==> src/design/vmlr_pkg.sv <==
// Shared constants, register indexes and sequencer states for the voice mix
// linear resampler. No dependencies; used by the core and its testbench.
package vmlr_pkg;

  // Default block length, handed to the top-level parameter.
  localparam int BLOCK_LEN_DEF = 40;

  // Field and datapath widths.
  localparam int NUM_VOICES = 6;
  localparam int VOICE_W    = 8;
  localparam int SAMPLE_W   = 16;
  localparam int SUM_W      = 11;
  localparam int POS_W      = 23;
  localparam int FRAC_W     = 16;
  localparam int INT_W      = POS_W - 1 - FRAC_W;
  localparam int GAIN_W     = 16;
  localparam int STEP_W     = 17;
  localparam int AMP_W      = 16;
  localparam int OUT_W      = 17;
  localparam int DIFF_W     = SAMPLE_W + 1;
  localparam int MUL_A_W    = 34;
  localparam int MUL_B_W    = 18;
  localparam int MUL_P_W    = MUL_A_W + MUL_B_W;
  localparam int MIX_SHIFT  = 6;
  localparam int OUT_SHIFT  = 31;
  localparam int MAX_RUN    = 64;
  localparam int RUN_W      = 7;
  localparam int VOICE_BIAS = 128;

  // Configuration port.
  localparam int APB_ADDR_W = 4;
  localparam int APB_DATA_W = 32;
  localparam int REG_IDX_W  = 2;
  localparam logic [REG_IDX_W-1:0] REG_MASTER_GAIN   = 2'd0;
  localparam logic [REG_IDX_W-1:0] REG_STEP_SIZE     = 2'd1;
  localparam logic [REG_IDX_W-1:0] REG_OUT_AMPLITUDE = 2'd2;

  // Register reset values.
  localparam logic [GAIN_W-1:0] GAIN_RST = 16'd16384;
  localparam logic [STEP_W-1:0] STEP_RST = 17'd42667;
  localparam logic [AMP_W-1:0]  AMP_RST  = 16'd32767;

  // Sequencer states.
  typedef enum logic [3:0] {
    ST_IDLE,
    ST_MIX_MUL,
    ST_MIX_WR,
    ST_CHECK,
    ST_RD_B,
    ST_DIFF,
    ST_FRAC_MUL,
    ST_SUM,
    ST_AMP_MUL,
    ST_ROUND,
    ST_EMIT,
    ST_SWAP
  } state_t;

  // Operand selection for the shared multiplier.
  typedef enum logic [1:0] {
    MUL_MIX,
    MUL_FRAC,
    MUL_AMP
  } mul_sel_t;

endpackage

==> src/design/vmlr_ram.sv <==
// Generic single-write, single-read RAM with a registered read port.
// No dependencies; holds one bank of mixed samples.
module vmlr_ram #(
  parameter int WIDTH = 16,
  parameter int DEPTH = 40
) (
  input  logic                                    clk,
  input  logic                                    we,
  input  logic [(DEPTH > 1 ? $clog2(DEPTH) : 1)-1:0] waddr,
  input  logic [WIDTH-1:0]                        wdata,
  input  logic                                    re,
  input  logic [(DEPTH > 1 ? $clog2(DEPTH) : 1)-1:0] raddr,
  output logic [WIDTH-1:0]                        rdata
);

  logic [WIDTH-1:0] mem [DEPTH];

  // Write port.
  always_ff @(posedge clk) begin
    if (we) begin
      mem[waddr] <= wdata;
    end
  end

  // Registered read port.
  always_ff @(posedge clk) begin
    if (re) begin
      rdata <= mem[raddr];
    end
  end

endmodule

==> src/design/voice_mix_linear_resampler_core.sv <==
// Voice mixer with block-based linear-interpolation resampler.
// A frame that does not close a block is mixed and written; the frame that
// closes a block also yields its run of output words, one after another, each
// of which an output stall can hold back. One multiplier is shared by the mix
// gain, the interpolation and the amplitude scaling, so words are made in turn.
// Reset: synchronous; registers return to their defaults, the current block
// reads as zero until the first block is complete. No clearing pass is needed.
// Depends on vmlr_pkg and vmlr_ram.
module voice_mix_linear_resampler_core #(
  parameter int BLOCK_LEN = vmlr_pkg::BLOCK_LEN_DEF
) (
  input  logic                                 clk,
  input  logic                                 rst,
  // Input frame channel.
  input  logic                                 in_valid,
  output logic                                 in_stall,
  input  logic [vmlr_pkg::VOICE_W-1:0]         voice_a,
  input  logic [vmlr_pkg::VOICE_W-1:0]         voice_b,
  input  logic [vmlr_pkg::VOICE_W-1:0]         voice_c,
  input  logic [vmlr_pkg::VOICE_W-1:0]         voice_d,
  input  logic [vmlr_pkg::VOICE_W-1:0]         voice_e,
  input  logic [vmlr_pkg::VOICE_W-1:0]         voice_f,
  // Output word channel.
  output logic                                 out_valid,
  input  logic                                 out_stall,
  output logic signed [vmlr_pkg::OUT_W-1:0]    out_sample,
  output logic                                 last_of_run,
  // Configuration port.
  input  logic                                 psel,
  input  logic                                 penable,
  input  logic                                 pwrite,
  input  logic [vmlr_pkg::APB_ADDR_W-1:0]      paddr,
  input  logic [vmlr_pkg::APB_DATA_W-1:0]      pwdata,
  output logic [vmlr_pkg::APB_DATA_W-1:0]      prdata,
  output logic                                 pready
);

  localparam int IDX_W = (BLOCK_LEN > 1) ? $clog2(BLOCK_LEN) : 1;
  localparam logic [IDX_W-1:0] LAST_IDX = IDX_W'(BLOCK_LEN - 1);
  localparam logic [vmlr_pkg::INT_W-1:0] LAST_INT = vmlr_pkg::INT_W'(BLOCK_LEN - 1);
  localparam logic signed [vmlr_pkg::POS_W-1:0] POS_LIMIT =
    vmlr_pkg::POS_W'(BLOCK_LEN * 65536 - 65601);
  localparam logic [vmlr_pkg::POS_W-1:0] BLOCK_SPAN = vmlr_pkg::POS_W'(BLOCK_LEN * 65536);
  localparam logic signed [vmlr_pkg::MUL_P_W-1:0] SAT_HI = vmlr_pkg::MUL_P_W'(32767);
  localparam logic signed [vmlr_pkg::MUL_P_W-1:0] SAT_LO = ~SAT_HI;
  localparam logic signed [vmlr_pkg::MUL_P_W-1:0] MIX_HALF =
    vmlr_pkg::MUL_P_W'(1 << (vmlr_pkg::MIX_SHIFT - 1));

  // Configuration registers.
  logic [vmlr_pkg::GAIN_W-1:0] master_gain;
  logic [vmlr_pkg::STEP_W-1:0] step_size;
  logic [vmlr_pkg::AMP_W-1:0]  out_amplitude;
  logic                        cfg_write;
  logic [vmlr_pkg::REG_IDX_W-1:0] cfg_idx;

  // Sequencer and block state.
  vmlr_pkg::state_t state, state_next;
  logic [IDX_W-1:0]                  fill_count;
  logic                              cur_bank;
  logic                              cur_valid;
  logic signed [vmlr_pkg::POS_W-1:0] pos;
  logic [vmlr_pkg::RUN_W-1:0]        run_count;

  // Datapath registers.
  logic signed [vmlr_pkg::SUM_W-1:0]    sum_q;
  logic signed [vmlr_pkg::SAMPLE_W-1:0] a_q;
  logic signed [vmlr_pkg::DIFF_W-1:0]   diff_q;
  logic [vmlr_pkg::FRAC_W-1:0]          frac_q;
  logic [IDX_W-1:0]                     nxt_q;
  logic signed [vmlr_pkg::MUL_A_W-1:0]  x_q;
  logic signed [vmlr_pkg::OUT_W-1:0]    res_q;
  logic signed [vmlr_pkg::MUL_P_W-1:0]  mul_p;

  // Control from the output decoder.
  logic                   in_take;
  logic                   mul_en;
  vmlr_pkg::mul_sel_t     mul_sel;
  logic                   wr_en;
  logic                   rd_en;
  logic [IDX_W-1:0]       rd_idx;
  logic                   load_out;

  // Combinational helpers.
  logic [vmlr_pkg::VOICE_W-1:0]         voices [vmlr_pkg::NUM_VOICES];
  logic [vmlr_pkg::SUM_W-1:0]           voice_total;
  logic signed [vmlr_pkg::SUM_W-1:0]    voice_sum_c;
  logic signed [vmlr_pkg::MUL_P_W-1:0]  mix_round_c;
  logic signed [vmlr_pkg::SAMPLE_W-1:0] mix_sat_c;
  logic                                 pos_neg;
  logic [vmlr_pkg::INT_W-1:0]           int_raw;
  logic [IDX_W-1:0]                     idx_c;
  logic [IDX_W-1:0]                     nxt_c;
  logic [vmlr_pkg::FRAC_W-1:0]          frac_c;
  logic                                 run_go;
  logic                                 out_free;
  logic signed [vmlr_pkg::MUL_A_W-1:0]  mul_a;
  logic signed [vmlr_pkg::MUL_B_W-1:0]  mul_b;
  logic [vmlr_pkg::MUL_P_W-1:0]         y_abs;
  logic [vmlr_pkg::OUT_W-1:0]           y_mag;
  logic [vmlr_pkg::SAMPLE_W-1:0]        rd_data0;
  logic [vmlr_pkg::SAMPLE_W-1:0]        rd_data1;
  logic signed [vmlr_pkg::SAMPLE_W-1:0] rd_val;

  // Configuration port: always ready, writes at the access phase.
  assign pready    = 1'b1;
  assign cfg_write = psel & penable & pwrite & pready;
  assign cfg_idx   = paddr[vmlr_pkg::REG_IDX_W+1:2];

  always_ff @(posedge clk) begin
    if (rst) begin
      master_gain   <= vmlr_pkg::GAIN_RST;
      step_size     <= vmlr_pkg::STEP_RST;
      out_amplitude <= vmlr_pkg::AMP_RST;
    end else if (cfg_write) begin
      case (cfg_idx)
        vmlr_pkg::REG_MASTER_GAIN:   master_gain   <= pwdata[vmlr_pkg::GAIN_W-1:0];
        vmlr_pkg::REG_STEP_SIZE:     step_size     <= pwdata[vmlr_pkg::STEP_W-1:0];
        vmlr_pkg::REG_OUT_AMPLITUDE: out_amplitude <= pwdata[vmlr_pkg::AMP_W-1:0];
        default: ;
      endcase
    end
  end

  always_comb begin
    case (cfg_idx)
      vmlr_pkg::REG_MASTER_GAIN:
        prdata = vmlr_pkg::APB_DATA_W'(master_gain);
      vmlr_pkg::REG_STEP_SIZE:
        prdata = vmlr_pkg::APB_DATA_W'(step_size);
      vmlr_pkg::REG_OUT_AMPLITUDE:
        prdata = vmlr_pkg::APB_DATA_W'(out_amplitude);
      default:
        prdata = '0;
    endcase
  end

  // Voice sum, recentred at the bias value.
  assign voices[0] = voice_a;
  assign voices[1] = voice_b;
  assign voices[2] = voice_c;
  assign voices[3] = voice_d;
  assign voices[4] = voice_e;
  assign voices[5] = voice_f;

  always_comb begin
    voice_total = '0;
    for (int v = 0; v < vmlr_pkg::NUM_VOICES; v++) begin
      voice_total = voice_total + vmlr_pkg::SUM_W'(voices[v]);
    end
    voice_sum_c = $signed(voice_total -
                          vmlr_pkg::SUM_W'(vmlr_pkg::NUM_VOICES * vmlr_pkg::VOICE_BIAS));
  end

  // Mix rounding to Q1.15, ties upwards, then saturation.
  always_comb begin
    mix_round_c = (mul_p + MIX_HALF) >>> vmlr_pkg::MIX_SHIFT;
    if (mix_round_c > SAT_HI) begin
      mix_sat_c = SAT_HI[vmlr_pkg::SAMPLE_W-1:0];
    end else if (mix_round_c < SAT_LO) begin
      mix_sat_c = SAT_LO[vmlr_pkg::SAMPLE_W-1:0];
    end else begin
      mix_sat_c = mix_round_c[vmlr_pkg::SAMPLE_W-1:0];
    end
  end

  // Read position split into clamped indexes and fraction.
  assign pos_neg = pos[vmlr_pkg::POS_W-1];
  assign int_raw = pos[vmlr_pkg::POS_W-2:vmlr_pkg::FRAC_W];

  always_comb begin
    if (pos_neg) begin
      idx_c  = '0;
      frac_c = '0;
    end else begin
      idx_c  = (int_raw > LAST_INT) ? LAST_IDX : int_raw[IDX_W-1:0];
      frac_c = pos[vmlr_pkg::FRAC_W-1:0];
    end
    nxt_c = (idx_c == LAST_IDX) ? idx_c : idx_c + IDX_W'(1);
  end

  assign run_go   = (run_count < vmlr_pkg::RUN_W'(vmlr_pkg::MAX_RUN)) && (pos < POS_LIMIT);
  assign out_free = !out_valid || !out_stall;

  // Scaled output: magnitude shifted down, so rounding is toward zero.
  assign y_abs = mul_p[vmlr_pkg::MUL_P_W-1] ? vmlr_pkg::MUL_P_W'(-mul_p)
                                            : vmlr_pkg::MUL_P_W'(mul_p);
  assign y_mag = y_abs[vmlr_pkg::OUT_SHIFT +: vmlr_pkg::OUT_W];

  // Two sample banks: one fills while the other is read.
  vmlr_ram #(
    .WIDTH (vmlr_pkg::SAMPLE_W),
    .DEPTH (BLOCK_LEN)
  ) u_bank0 (
    .clk   (clk),
    .we    (wr_en & cur_bank),
    .waddr (fill_count),
    .wdata (mix_sat_c),
    .re    (rd_en),
    .raddr (rd_idx),
    .rdata (rd_data0)
  );

  vmlr_ram #(
    .WIDTH (vmlr_pkg::SAMPLE_W),
    .DEPTH (BLOCK_LEN)
  ) u_bank1 (
    .clk   (clk),
    .we    (wr_en & ~cur_bank),
    .waddr (fill_count),
    .wdata (mix_sat_c),
    .re    (rd_en),
    .raddr (rd_idx),
    .rdata (rd_data1)
  );

  // Before the first complete block the current block reads as zero.
  assign rd_val = !cur_valid ? '0 : (cur_bank ? $signed(rd_data1) : $signed(rd_data0));

  // Next-state logic.
  always_comb begin
    state_next = state;
    case (state)
      vmlr_pkg::ST_IDLE:     if (in_valid) state_next = vmlr_pkg::ST_MIX_MUL;
      vmlr_pkg::ST_MIX_MUL:  state_next = vmlr_pkg::ST_MIX_WR;
      vmlr_pkg::ST_MIX_WR:   state_next = (fill_count == LAST_IDX) ? vmlr_pkg::ST_CHECK
                                                                   : vmlr_pkg::ST_IDLE;
      vmlr_pkg::ST_CHECK:    state_next = run_go ? vmlr_pkg::ST_RD_B : vmlr_pkg::ST_SWAP;
      vmlr_pkg::ST_RD_B:     state_next = vmlr_pkg::ST_DIFF;
      vmlr_pkg::ST_DIFF:     state_next = vmlr_pkg::ST_FRAC_MUL;
      vmlr_pkg::ST_FRAC_MUL: state_next = vmlr_pkg::ST_SUM;
      vmlr_pkg::ST_SUM:      state_next = vmlr_pkg::ST_AMP_MUL;
      vmlr_pkg::ST_AMP_MUL:  state_next = vmlr_pkg::ST_ROUND;
      vmlr_pkg::ST_ROUND:    state_next = vmlr_pkg::ST_EMIT;
      vmlr_pkg::ST_EMIT:     if (out_free) state_next = vmlr_pkg::ST_CHECK;
      vmlr_pkg::ST_SWAP:     state_next = vmlr_pkg::ST_IDLE;
      default:               state_next = vmlr_pkg::ST_IDLE;
    endcase
  end

  // Output decoder for the sequencer. No word is taken while reset is held.
  always_comb begin
    in_stall = 1'b1;
    in_take  = 1'b0;
    mul_en   = 1'b0;
    mul_sel  = vmlr_pkg::MUL_MIX;
    wr_en    = 1'b0;
    rd_en    = 1'b0;
    rd_idx   = idx_c;
    load_out = 1'b0;
    case (state)
      vmlr_pkg::ST_IDLE: begin
        in_stall = rst;
        in_take  = in_valid & ~rst;
      end
      vmlr_pkg::ST_MIX_MUL: begin
        mul_en  = 1'b1;
        mul_sel = vmlr_pkg::MUL_MIX;
      end
      vmlr_pkg::ST_MIX_WR: begin
        wr_en = 1'b1;
      end
      vmlr_pkg::ST_CHECK: begin
        rd_en  = run_go;
        rd_idx = idx_c;
      end
      vmlr_pkg::ST_RD_B: begin
        rd_en  = 1'b1;
        rd_idx = nxt_q;
      end
      vmlr_pkg::ST_FRAC_MUL: begin
        mul_en  = 1'b1;
        mul_sel = vmlr_pkg::MUL_FRAC;
      end
      vmlr_pkg::ST_AMP_MUL: begin
        mul_en  = 1'b1;
        mul_sel = vmlr_pkg::MUL_AMP;
      end
      vmlr_pkg::ST_EMIT: begin
        load_out = out_free;
      end
      default: ;
    endcase
  end

  // Shared multiplier operand selection.
  always_comb begin
    case (mul_sel)
      vmlr_pkg::MUL_MIX: begin
        mul_a = vmlr_pkg::MUL_A_W'(sum_q);
        mul_b = $signed(vmlr_pkg::MUL_B_W'(master_gain));
      end
      vmlr_pkg::MUL_FRAC: begin
        mul_a = vmlr_pkg::MUL_A_W'(diff_q);
        mul_b = $signed(vmlr_pkg::MUL_B_W'(frac_q));
      end
      vmlr_pkg::MUL_AMP: begin
        mul_a = x_q;
        mul_b = $signed(vmlr_pkg::MUL_B_W'(out_amplitude));
      end
      default: begin
        mul_a = '0;
        mul_b = '0;
      end
    endcase
  end

  // Shared multiplier with registered product.
  always_ff @(posedge clk) begin
    if (mul_en) begin
      mul_p <= mul_a * mul_b;
    end
  end

  // Sequencer state and block bookkeeping.
  always_ff @(posedge clk) begin
    if (rst) begin
      state      <= vmlr_pkg::ST_IDLE;
      fill_count <= '0;
      cur_bank   <= 1'b0;
      cur_valid  <= 1'b0;
      pos        <= '0;
      run_count  <= '0;
    end else begin
      state <= state_next;
      case (state)
        vmlr_pkg::ST_MIX_WR: begin
          if (fill_count != LAST_IDX) begin
            fill_count <= fill_count + IDX_W'(1);
          end
        end
        vmlr_pkg::ST_ROUND: begin
          pos       <= pos + $signed(vmlr_pkg::POS_W'(step_size));
          run_count <= run_count + vmlr_pkg::RUN_W'(1);
        end
        vmlr_pkg::ST_SWAP: begin
          cur_bank   <= ~cur_bank;
          cur_valid  <= 1'b1;
          pos        <= pos - $signed(BLOCK_SPAN);
          fill_count <= '0;
          run_count  <= '0;
        end
        default: ;
      endcase
    end
  end

  // Datapath registers, loaded by state.
  always_ff @(posedge clk) begin
    if (in_take) begin
      sum_q <= voice_sum_c;
    end
    case (state)
      vmlr_pkg::ST_CHECK: begin
        frac_q <= frac_c;
        nxt_q  <= nxt_c;
      end
      vmlr_pkg::ST_RD_B: begin
        a_q <= rd_val;
      end
      vmlr_pkg::ST_DIFF: begin
        diff_q <= vmlr_pkg::DIFF_W'(rd_val) - vmlr_pkg::DIFF_W'(a_q);
      end
      vmlr_pkg::ST_SUM: begin
        x_q <= (vmlr_pkg::MUL_A_W'(a_q) <<< vmlr_pkg::FRAC_W) +
               mul_p[vmlr_pkg::MUL_A_W-1:0];
      end
      vmlr_pkg::ST_ROUND: begin
        res_q <= mul_p[vmlr_pkg::MUL_P_W-1] ? $signed(-y_mag) : $signed(y_mag);
      end
      default: ;
    endcase
  end

  // Output register: the word is flagged last when no further output is due.
  always_ff @(posedge clk) begin
    if (rst) begin
      out_valid <= 1'b0;
    end else if (load_out) begin
      out_valid <= 1'b1;
    end else if (!out_stall) begin
      out_valid <= 1'b0;
    end
  end

  always_ff @(posedge clk) begin
    if (load_out) begin
      out_sample  <= res_q;
      last_of_run <= !run_go;
    end
  end

endmodule

==> config.mk <==
export PLATFORM = sky130hd
export DESIGN_NAME = voice_mix_linear_resampler_core
export DESIGN_NICKNAME = d
export VERILOG_FILES = /design/src/design/vmlr_pkg.sv /design/src/design/vmlr_ram.sv /design/src/design/voice_mix_linear_resampler_core.sv
export SDC_FILE = /design/constraint.sdc
export NUM_CORES = 2
export LEC_CHECK = 0
export BUFFER_PORTS_ARGS = -buffer_cell sky130_fd_sc_hd__buf_2
export CORE_AREA = 2 2 402 404
export DETAILED_ROUTE_END_ITERATION = 10
export DIE_AREA = 0 0 404 406
export GPL_TIMING_DRIVEN = 0
export PLACE_DENSITY = 0.71
export SYNTH_ARGS = -nofsm -noshare
export SYNTH_HDL_FRONTEND = slang
export SYNTH_HIERARCHICAL = 1
export SYNTH_SLANG_ARGS = --single-unit
export TNS_END_PERCENT = 100
==> constraint.sdc <==
create_clock -name clk -period 14.03 [get_ports clk]
set_input_delay 0.7015 -clock clk [delete_from_list [all_inputs] [get_ports clk]]
set_output_delay 0.7015 -clock clk [all_outputs]
set_load 0.005 [all_outputs]
==> results.cfg <==
[placed_design]
place_area_um2 = 92800
dp_hpwl_um = 177000
portBuffers = 110
gp_congestion = 1.05

[route]
ant_nets = 0
top_layer = met4
route.met3.wl_um = 20500
wl_per_cell_um = 26.0
met2_length_um = 112000
drtIter0Drc = 5683
drc = 0
wl_um = 239000
met1_length_um = 94300
route.vias.total = 55600
vias_per_cell = 6.04
dr.pass1.iters = 6

[critical_path]
cpPeakStageDelay_ns = 1.24
reg2regPathDepth = 27
critPathKind = reg2reg
r2r_setup_slack_ns = 3.11
path_common_cell = fa_1
worstPathRequired_ns = 14.52
r2r-end = mul_p[49]$_DFFE_PP_
cp_top_family = compound AO/OA/AOI/OAI gates
path_max_fanout = 10
end_kind = register
crit_slowest_cell = a21oi_1
crit_arrival_ns = 11.41
worstSetupStartpointType = register
cp.buffers_inverters = 7
worstReg2RegStart = state[1]$_SDFFE_PP0P_
critical_path.startpoint = state[1]$_SDFFE_PP0P_

[sta]
drv_slew = 21
rsz0062_at_grt = false
finalHoldViolCount = 0
finalSetupViolations = 0
worstMarginPinSlew_ns = 1.60
setup_tns_ns = 0
fmax_mhz = 91.6
skew_ns = 0.0380
min_period_ns = 10.92
finalHoldWorstSlack_ns = 0.163
period_share_pct = 77.9
relSlewSlack_pct = -6.58

[floorplanning]
initial_utilization_pct = 54.6
ioPinCount = 144
rows = 147
die_w_um = 404
design.core.area_um2 = 160000
die-area_um2 = 164000
die-height_um = 406

[run_status]
violations = max-capacitance violations, max-slew violations
status = finished, violations left

[cts]
cts_tree = built
cts.path.max_buffers = 3
clkLatencyLatePin_ns = 0.80
ctsResizeCount = 0
htreeDepth = 4
root_buffer = clkbuf_16
holdBufCountCts = 0
numCtsBuffers = 159
cts_num_sinks = 1590
clk_pin_slew_ns = 0.06
postCtsSetupBuffers = 0

[logic_synthesis]
synth.distinct_cells = 101
synth_edf_count = 1498
ys_ff_latch = 1590
yosysSeqAreaShare_pct = 53.7
avgSynthCellArea_um2 = 13.2
yosysTopAreaCell = edfxtp_1
synthTopCellsByArea = edfxtp_1 52%, fa_1 13%, mux2i_1 6.5%, inv_1 3.1%, nand2_1 2.8%
syn_inst = 6606
yosysWarningCount = 6
synthFlopType = edfxtp_1
synthArstFlopShare_pct = 0
synth_most_common_cell = edfxtp_1
syn_area_um2 = 87200
yosys-top-cells-count = 1,498 x edfxtp_1, 721 x inv_1, 641 x nand2_1
synth_top_area_share_pct = 51.6

[run]
drv_cap = 2

[global_routing]
grt_pass1_wl_um = 357000
overflow = 0
antenna_found_initial = 1
first_global_vias = 56100
track_usage_pct = 29.4
grt_max_degree = 43

[finish]
drive_gt1_share_pct = 12.6
seqCellArea_um2 = 46800
nets = 7828
syn2layout_area_growth_pct = 12.2
fillers = 12100
multi_input_area_um2 = 36100
fin_area_um2 = 97800

[min_path]
holdCritStartpoint = pwdata[2]
hold_end = out_amplitude[2]$_SDFFE_PP1P_
min_path_cells = 3
hp-class = in2reg

[pwr]
report.power.total_w = 0.0139
leakagePower_nw = 35.1
vdd_drop_max_mv = 0.119
powerDensity_nw_per_um2 = 142
-- cell families (layout without fill, tap and decap cells) --
family | Yosys count | in the layout | synth area share [%]
other cells | 2 | 17 | 0.00862
fa+ha+maj | 741 | 741 | 15.4
flops | 1590 | 1590 | 53.7
simple gates | 1491 | 1491 | 7.66
mux | 670 | 670 | 8.68
compound gates | 892 | 892 | 7.63
xor+xnor | 155 | 155 | 1.56
buf+inv | 1065 | 1567 | 5.35
-- state kept, by name, indices dropped and copies added, names as in the netlist, 23 cells and up --
register	count
u_bank1/mem	640
pos	23
x_q	34
mul_p	51
u_bank0/mem	640
-- power by group --
part | switching, W | internal (W)
logic | 0.00250 | 0.00128
clock network | 0.00178 | 0.00233
registers | 0.000146 | 0.00589
-- worst register-to-register path, cell delays in order (launching register included) --
cell and delay [ns]:
dfxtp_1 0.31, clkbuf_1 0.32, nand2_1 0.20, nor2_1 0.58, nor2_1 0.34, clkbuf_1 0.32
a21oi_1 1.24, clkbuf_1 0.63, nor2_1 0.16, fa_1 0.55, inv_1 0.05, fa_1 0.49
fa_1 0.53, inv_1 0.06, fa_1 0.53, fa_1 0.51, inv_1 0.06, fa_1 0.53
inv_1 0.04, ha_1 0.36, a21o_1 0.21, a31o_2 0.21, a221oi_1 0.66, o211ai_1 0.26
a21oi_1 0.40, o21ai_0 0.31, a31oi_1 0.50, o311ai_0 0.26
-- worst max-delay path by stage --
stage / cells past startpoint / end / slack (ns)
6_report: 27 / mul_p[49]$_DFFE_PP_ / 3.11
5_1_grt: 28 / mul_p[49]$_DFFE_PP_ / 2.52
4_1_cts: 27 / mul_p[49]$_DFFE_PP_ / 3.05
3_5_place_dp: 27 / mul_p[49]$_DFFE_PP_ / 3.15
3_3_place_gp: 7 / u_bank0/mem[9][3]$_DFFE_PP_ / 1.65
2_1_floorplan: 29 / mul_p[47]$_DFFE_PP_ / 6.00
-- per-stage QoR --
stage               instances  utilization, %  worst slack [ns]
finish                   9209            61.3              3.11
floorplan                6620               -              6.00
CTS                      9208            61.3              3.05
global route             9209            61.3              2.52
detailed placement       8921            58.1              3.15
global placement         8816            56.6              1.65
-- per-layer routing --
layer  up-vias  global-route usage [%]
li1      24200                       -
met1     28100                    39.6
met2      2790                    47.2
met3       525                    5.01
met4         0                    13.6
met5         -                       0
-- cell type report --
| type | instances | area share, % |
|---|---|---|
| clock inverter | 92 | 0.823 |
| buffer | 342 | 2.00 |
| clock buffer | 195 | 4.32 |
| tap | 2086 | 2.67 |
| inverter | 723 | 2.77 |
| timing repair buffer | 215 | 2.61 |
| multi-input combinational | 3965 | 36.9 |
| antenna | 1 | 0.00256 |
| sequential | 1590 | 47.9 |
-- placed cells by master, fill, tap and decap left out, drive strengths merged, types with 14 or more instances in the layout --
cell type and instances:
a22o 69, ha 189, clkbuf 378, a22oi 154, a221oi 73, conb 16, nand2b 34, nor4 25
buf 374, nand2 641, inv 729, xnor2 111, mux4 64, nor2 437, fa 552, clkinv 72
nand3 86, mux2i 564, or3 15, o22ai 36, edfxtp 1498, nor2b 45, a31oi 19, a21oi 230
mux2 42, o21bai 20, and3 25, a21o 52, nor3 60, o211ai 14, o21ai 93, o41ai 38
dfxtp 92, and2 29, xor2 44, nand4 31
Power figures use the tool's default switching activity.
